--- src/sv/obq_pkg.sv ---
// Package: widths, constants and shared types for the occluder box qualifier.
package obq_pkg;
  localparam int ModelWidth = 20;
  localparam int WorldWidth = 21;
  localparam int CfgWidth   = 63;
  localparam int CfgIdxWidth = 3;
  localparam int CoefWidth  = 16;
  localparam int PackWidth  = 21;
  // sum of three 16x20 products
  localparam int SumWidth   = CoefWidth + ModelWidth + 2;
  localparam int FineWidth  = SumWidth - 10 + 1;
  localparam int ScaledWidth = FineWidth + 17;
  localparam int WholeWidth = ScaledWidth - 16 + 1;
  localparam int QueueDepth = 4;
  localparam int QueuePtrWidth = 2;

  typedef enum logic [1:0] {
    VerdictAccept = 2'd0,
    VerdictThin   = 2'd1,
    VerdictInside = 2'd2
  } verdict_e;

  typedef enum logic [CfgIdxWidth-1:0] {
    RegRotX   = 3'd0,
    RegRotY   = 3'd1,
    RegRotZ   = 3'd2,
    RegScale  = 3'd3,
    RegOffset = 3'd4,
    RegEye    = 3'd5,
    RegMinDim = 3'd6,
    RegMargin = 3'd7
  } reg_idx_e;

  localparam logic signed [WorldWidth-1:0] WorldMax = {1'b0, {(WorldWidth-1){1'b1}}};
  localparam logic signed [WorldWidth-1:0] WorldMin = {1'b1, {(WorldWidth-1){1'b0}}};

  typedef struct packed {
    logic signed [WorldWidth-1:0] x;
    logic signed [WorldWidth-1:0] y;
    logic signed [WorldWidth-1:0] z;
    logic                         last;
  } world_vtx_t;

  typedef struct packed {
    logic [2:0][47:0] rot;
    logic [15:0]      scale;
    logic [62:0]      offset;
    logic [62:0]      eye;
    logic [15:0]      min_dim;
    logic [15:0]      margin;
  } cfg_t;
endpackage

--- src/sv/obq_queue.sv ---
// Short FIFO between transform front end and box back end.
module obq_queue (
  input  logic                clk_i,
  input  logic                rst_ni,
  input  logic                wr_i,
  input  obq_pkg::world_vtx_t wdata_i,
  input  logic                rd_i,
  output logic                empty_o,
  output obq_pkg::world_vtx_t rdata_o,
  output logic [obq_pkg::QueuePtrWidth:0] count_o
);
  localparam int PW = obq_pkg::QueuePtrWidth;
  obq_pkg::world_vtx_t mem_q [obq_pkg::QueueDepth];
  logic [PW-1:0] wp_q, rp_q;
  logic [PW:0]   cnt_q;

  always_ff @(posedge clk_i or negedge rst_ni) begin
    if (!rst_ni) begin
      wp_q <= '0;
      rp_q <= '0;
      cnt_q <= '0;
    end else begin
      if (wr_i) wp_q <= wp_q + 1'b1;
      if (rd_i) rp_q <= rp_q + 1'b1;
      cnt_q <= cnt_q + (PW+1)'(wr_i) - (PW+1)'(rd_i);
    end
  end

  always_ff @(posedge clk_i) begin
    if (wr_i) mem_q[wp_q] <= wdata_i;
  end

  assign rdata_o = mem_q[rp_q];
  assign empty_o = (cnt_q == '0);
  assign count_o = cnt_q;
endmodule

--- config.mk ---
export PLATFORM = sky130hd
export DESIGN_NAME = obq_queue
export DESIGN_NICKNAME = d
export VERILOG_FILES = /design/src/sv/obq_pkg.sv /design/src/sv/obq_queue.sv
export SDC_FILE = /design/constraint.sdc
export NUM_CORES = 1
export LEC_CHECK = 0
export ABC_AREA = 1
export CAP_MARGIN = 5
export CORE_MARGIN = 3
export CORE_UTILIZATION = 30
export CTS_CLUSTER_SIZE = 14
export DETAILED_ROUTE_END_ITERATION = 12
export DONT_BUFFER_PORTS = 1
export SYNTH_ARGS = -nofsm -noshare
export SYNTH_HDL_FRONTEND = slang
export SYNTH_SLANG_ARGS = --single-unit
--- constraint.sdc ---
create_clock -name clk_i -period 4.2 [get_ports clk_i]
set_clock_uncertainty 0.05 [all_clocks]
set_input_delay 0.21 -clock clk_i [delete_from_list [all_inputs] [get_ports clk_i]]
set_output_delay 0.21 -clock clk_i [all_outputs]
set_load 0.02 [all_outputs]
==> metrics.txt, run 1 <==
biggest area consumer among synthesized cells=edfxtp_1; result of the run=finished clean; final-report hold violation count=0; Core Rows=70; area share of the largest cell type after synthesis=0.6860; final setup TNS=0 ns; number of pins exceeding their max-slew limit in the final report=0; Worst Setup End Kind=output pin; half-perimeter wire length of the detailed placement result=13400 µm; sequential element share of the synthesized area=0.7017; syn nets=1124; crit path launch=rp_q[0]$_DFFE_PN0P_; cells on worst reg2reg path=5; maximum number of pins on one net before global-route repair=71; clk_lat worst skew=0.55 ns; actual transition at the worst max-transition pin=0.8751 ns; leakage power=5.840 nW; switching pwr=3.488 mW; mean post-synth cell area=10.68 µm²; worst slew margin relative to its limit=0.4166; Largest stage delay, worst path=0.63 ns; Max Freq=357.6 MHz; unrepaired setup endpoints after global routing=false; most frequent cell on the critical path=nand2_1; number of global-route vias before repair=6585; Cell Pwr Density=680.7 nW/µm²; post-CTS setup buffer count=0; boundary pin count=136; antenna violations before repair=3; final non-filler cell area=13190 µm²; gate count of the mapped netlist=1049; grt total ovfl=0; Commonest cells post-synth=nand2_1 (331), inv_1 (269), edfxtp_1 (256); Overall Power=8.975 mW; total wire length=23390 µm; count of state elements after synthesis=263; area growth from synthesis to layout=17.66%; kind of cell with the highest combined delay on the critical path=buffers and inverters; TritonCTS clock tree=yes; final estimated routing congestion in global placement=0.6850; number of cells in the design after placement=1486; combinational fraction of design power=0.336; ratio of routed vias to standard cells=4.182; area of the placeable core=36700 µm²; layout cells sized above 1=0.05351; share of the cycle needed by the critical path after routing=0.6659; Root Buffer Master=clkbuf_16; Most Crowded Layer GR=met2; dominant cells by area after synthesis=edfxtp_1 (69%), nand2_1 (11%), inv_1 (9.0%); most frequent cell after synthesis=nand2_1; Data required, critical path=3.94 ns; maximum vdd drop=0.3691 mV; DR vias=6733; Clock power frac=0.261; worst setup path category=reg -> out; met1 global-route usage=0.1407; Tot GR Track Use=0.1161; Avg WL per Cell=14.52 µm; Port Buf Inserts=0; clock slew at reported path FFs=0.06 ns; Reg power frac=0.403; beginning of the worst register-to-register path=wp_q[0]$_DFFE_PN0P_; CP max stage cell=dfrtp_4; capture point of the worst path=rdata_o[34]; CP max FO=70; initial DRC count=234; Critical R2R Capture=mem_q[2][22]$_DFFE_PP_; Die Footprint=39710 µm²; global routing usage on met2=0.2033; Max clock buf depth=3; Warnings, synthesis=0; instance area at placement=11600 µm²; most frequently used flop master after synthesis=edfxtp_1; wire length of the first global-routing pass=35770 µm; number of buffers inserted during clock tree synthesis=29; Post-synth EDFFs=256; count of endpoints failing setup in the final report=0; class of the tightest hold or removal check=in -> reg; met3 layer usage reported by global route=0.02765; final core occ=0.3593; number of design rule violations left after detail routing=0; number of logic stages on the critical path including buffering=5; Final Net Count=1192; Worst Setup Start Kind=flop; Die X-Extent=199.3 µm; Final ANT Viol Nets=0; max-cap check violation count=0; shortest period the worst path allows=2.797 ns; number of standard cells in the layout, taps in and fillers out=1610; Clock Sinks=263; fraction of registers with async set/reset=0.02662; library cells used by synthesis=15; Net Sw Frac=0.3887; initial core utilization=0.3054; Data arrival, critical path=2.54 ns; critical path buffer and inverter count=2; vertical extent of the die=199.3 µm; cell-internal power=5.487 mW; Cell Area, Synth=11210 µm²; number of H-tree levels=1; crit-path cells=inv_4 > buf_12 > nand2_1 > nand3_1 > nand2_1; internal reg-to-reg setup slack=1.98 ns; iteration count of the initial detailed-routing pass=6
## through the flow
step | worst slack [ns] | hold WS [ns]
finish | 1.403 | 0.1629
floorplan | 1.809 | -0.1356
detailed placement | 1.907 | -0.1354
CTS | 1.288 | 0.1746
global placement | 1.928 | -0.1354
global route | 1.163 | 0.1963
## power groups by stage
stage               clock network, mW  registers, mW  logic (mW)
finish                           2.34           3.62        3.02
global route                     2.53           3.66        3.40
CTS                              2.43           3.62        3.13
detailed placement                  0           3.67        3.05
global placement                    0           3.66        3.00
floorplan                           0           3.62        2.48
## cells in the final DEF, fill, tap and decap left out
cell type / count
nand2_1: 331
inv_1: 264
edfxtp_1: 256
nand3_1: 129
dlygate4sd3_1: 68
clkbuf_16: 29
clkbuf_1: 14
buf_4: 12
clkinv_2: 6
ha_1: 6
clkbuf_8: 6
dfrtp_1: 5
xor2_1: 3
diode_2: 2
inv_4: 1
inv_2: 1
nor3_1: 1
o21ai_1: 1
fa_1: 1
inv_6: 1
clkinv_4: 1
clkinvlp_4: 1
buf_12: 1
dfrtp_4: 1
dfrtp_2: 1
## logic make-up (layout without fill, tap and decap cells)
family | Yosys count | count (layout) | share of synthesized area
xor gates and xnor gates | 3 | 3 | 0.002345
AOI/OAI and AO/OA | 1 | 1 | 0.0004462
buffers and inverters | 314 | 405 | 0.1181
and+or+nand+nor | 461 | 461 | 0.1689
DFF | 263 | 263 | 0.7017
adders and majority gates | 7 | 7 | 0.008486
other | 0 | 2 | 0
## registers in the layout (all words and copies together) (netlist names)
| name | cells |
|---|---|
| count_o | 3 |
| wp_q | 2 |
| rp_q | 2 |
| mem_q | 256 |
## worst reg2reg max path, cell delays in order, from the launching register on
cell and delay [ns]:
dfrtp_1 0.40, inv_1 0.09, ha_1 0.20, nand2_1 0.08, clkinv_2 0.60, buf_4 0.51
## worst min path at each step
stage / slack [ns] / end / start / depth (start not counted)
after global routing: 0.20 / mem_q[3][0]$_DFFE_PP_ / wr_i / 2
final: 0.16 / mem_q[3][0]$_DFFE_PP_ / wr_i / 2
after detailed placement: -0.14 / count_o[0]$_DFF_PN0_ / rst_ni / 0
after floorplan: -0.14 / count_o[0]$_DFF_PN0_ / rst_ni / 0
after CTS: 0.17 / mem_q[1][0]$_DFFE_PP_ / wr_i / 2
after global placement: -0.14 / count_o[2]$_DFF_PN0_ / rst_ni / 0
## cell type report
| class | instances | area (µm²) |
|---|---|---|
| fill | 3549 | 23510 |
| sequential | 263 | 7868 |
| multi-input combinational | 472 | 2019 |
| inverter | 270 | 1021 |
| clock buffer | 49 | 860.8 |
| timing repair buffer | 81 | 790.8 |
| tap | 468 | 585.6 |
| clock inverter | 5 | 35.03 |
| antenna | 2 | 5.005 |
## repair_timing
item                      4_1_cts  5_1_grt
gates resized for setup         0        0
hold endpoints to repair      269        0
hold buffers                   68        0
## layer usage
metal,share of wire,routed length (µm)
met2,0.48,11190
met4,0.025,579
met5,0.00056,13
met3,0.058,1359
met1,0.44,10240
Power figures use the tool's default switching activity.
==> run 2, diff against run 1 <==
==> constraint.sdc (replaced) <==
create_clock -name clk_i -period 2.88 [get_ports clk_i]
set_clock_uncertainty 0.05 [all_clocks]
set_input_delay 0.144 -clock clk_i [delete_from_list [all_inputs] [get_ports clk_i]]
set_output_delay 0.144 -clock clk_i [all_outputs]
set_load 0.02 [all_outputs]
==> metrics.txt, run 2 (synthesized netlist as in run 1, its figures left out) <==
result of the run=finished clean; final non-filler cell area=13390 µm²; critical path buffer and inverter count=2; area used by multi-input combinational logic=2019 µm²; number of global-route vias before repair=6726; met2 wirelength from detailed routing=11260 µm; maximum vdd drop=0.7678 mV; Max clock buf depth=3; worst setup slack after layout=0.4820 ns; highest-count cells in the layout ignoring fill and taps=nand2_1 (331), inv_1 (264), edfxtp_1 (256); Data arrival, critical path=2.20 ns; grt total ovfl=0; antenna violations before repair=7; final core occ=0.3647; vertical extent of the die=199.3 µm; number of pins exceeding their max-slew limit in the final report=0; length of routed wiring on met1=10360 µm; count of fill cells added during filler insertion=3520; Data required, critical path=2.69 ns; wire length of the first global-routing pass=37470 µm; kind of cell with the highest combined delay on the critical path=buffers and inverters; area of the placeable core=36700 µm²; Cell Pwr Density=1026 nW/µm²; TritonCTS clock tree=yes; PostCTS Resize Cnt=0; final estimated routing congestion in global placement=0.6973; Worst Hold Launch=wr_i; Root Buffer Master=clkbuf_16; number of standard cells in the layout, taps in and fillers out=1617; Tot GR Track Use=0.1208; number of buffers inserted for hold repair after clock tree synthesis=68; Clock Sinks=263; total wire length=24030 µm; number of design rule violations left after detail routing=0; actual transition at the worst max-transition pin=0.8870 ns; max-cap check violation count=0; iteration count of the initial detailed-routing pass=6; Worst Setup Start Kind=flop; leakage power=5.934 nW; share of the cycle needed by the critical path after routing=0.8326; sequential cell area=7868 µm²; initial core utilization=0.3054; most frequent standard cell in the layout excluding fill and tap cells=nand2_1; initial DRC count=302; final-layout worst hold slack=0.1022 ns; Port Buf Inserts=0; number of H-tree levels=1; maximum number of pins on one net before global-route repair=131; Max Freq=417.0 MHz; Worst Hold Path EP=mem_q[3][3]$_DFFE_PP_; worst slew margin relative to its limit=0.4086; layout cells sized above 1=0.06376; cells on worst reg2reg path=5; hold depth=2; CP max FO=50; area growth from synthesis to layout=19.45%; clock slew at reported path FFs=0.06 ns; half-perimeter wire length of the detailed placement result=14510 µm; shortest period the worst path allows=2.398 ns; most frequent cell on the critical path=nand2_1; DR vias=6752; uppermost layer routed=met5; wire length on met3=1885 µm; boundary pin count=136; final setup TNS=0 ns; Die X-Extent=199.3 µm; number of buffers inserted during clock tree synthesis=31; ratio of routed vias to standard cells=4.176; post-CTS setup buffer count=0; number of cells in the design after placement=1488; final-report hold violation count=0; Largest stage delay, worst path=0.50 ns; Critical R2R Capture=mem_q[2][44]$_DFFE_PP_; Top reg by flops=mem_q; Overall Power=13.73 mW; Post-Place Setup Slack=0.8432 ns; unrepaired setup endpoints after global routing=false; internal reg-to-reg setup slack=0.90 ns; worst setup path category=reg -> out; Die Footprint=39710 µm²; CP max stage cell=dfrtp_4; flip-flop count of the largest register after layout=256; Final Net Count=1196; beginning of the worst register-to-register path=wp_q[0]$_DFFE_PN0P_; instance area at placement=11630 µm²; Avg WL per Cell=14.86 µm; class of the tightest hold or removal check=in -> reg; clk_lat worst skew=0.54 ns; number of logic stages on the critical path including buffering=5; crit-path cells=inv_4 > buf_4 > nand2_1 > nand3_1 > nand2_1; Worst Setup End Kind=output pin; Final ANT Viol Nets=0; count of endpoints failing setup in the final report=0; Core Rows=70
## run 2: final cells by class
class,instances,share of cell area
inverter,270,0.07628
clock buffer,40,0.06422
multi-input combinational,472,0.1509
antenna,4,0.0007478
clock inverter,17,0.01524
sequential,263,0.5878
tap,468,0.04375
timing repair buffer,83,0.06113
## run 2: power breakdown
group | switching (mW) | total [mW] | internal [mW]
clock | 1.52 | 3.99 | 2.46
sequential | 0.203 | 5.22 | 5.01
combinational | 3.52 | 4.52 | 1.00
total | 5.25 | 13.7 | 8.48
## run 2: routing by layer
metal	up-vias	track usage
met1	3164	0.1483
met5	-	0
met3	38	0.04063
met4	6	0.03384
li1	3421	-
met2	123	0.2042
## run 2: how the worst max path moves through the flow
stage,slack (ns),to,from
3_5_place_dp,0.84,mem_q[2][44]$_DFFE_PP_,wp_q[0]$_DFFE_PN0P_
5_1_grt,0.31,rdata_o[26],rp_q[0]$_DFFE_PN0P_
2_1_floorplan,0.49,mem_q[0][0]$_DFFE_PP_,wp_q[0]$_DFFE_PN0P_
4_1_cts,0.40,rdata_o[32],rp_q[0]$_DFFE_PN0P_
3_3_place_gp,0.89,mem_q[2][43]$_DFFE_PP_,wp_q[0]$_DFFE_PN0P_
6_report,0.48,rdata_o[32],rp_q[0]$_DFFE_PN0P_
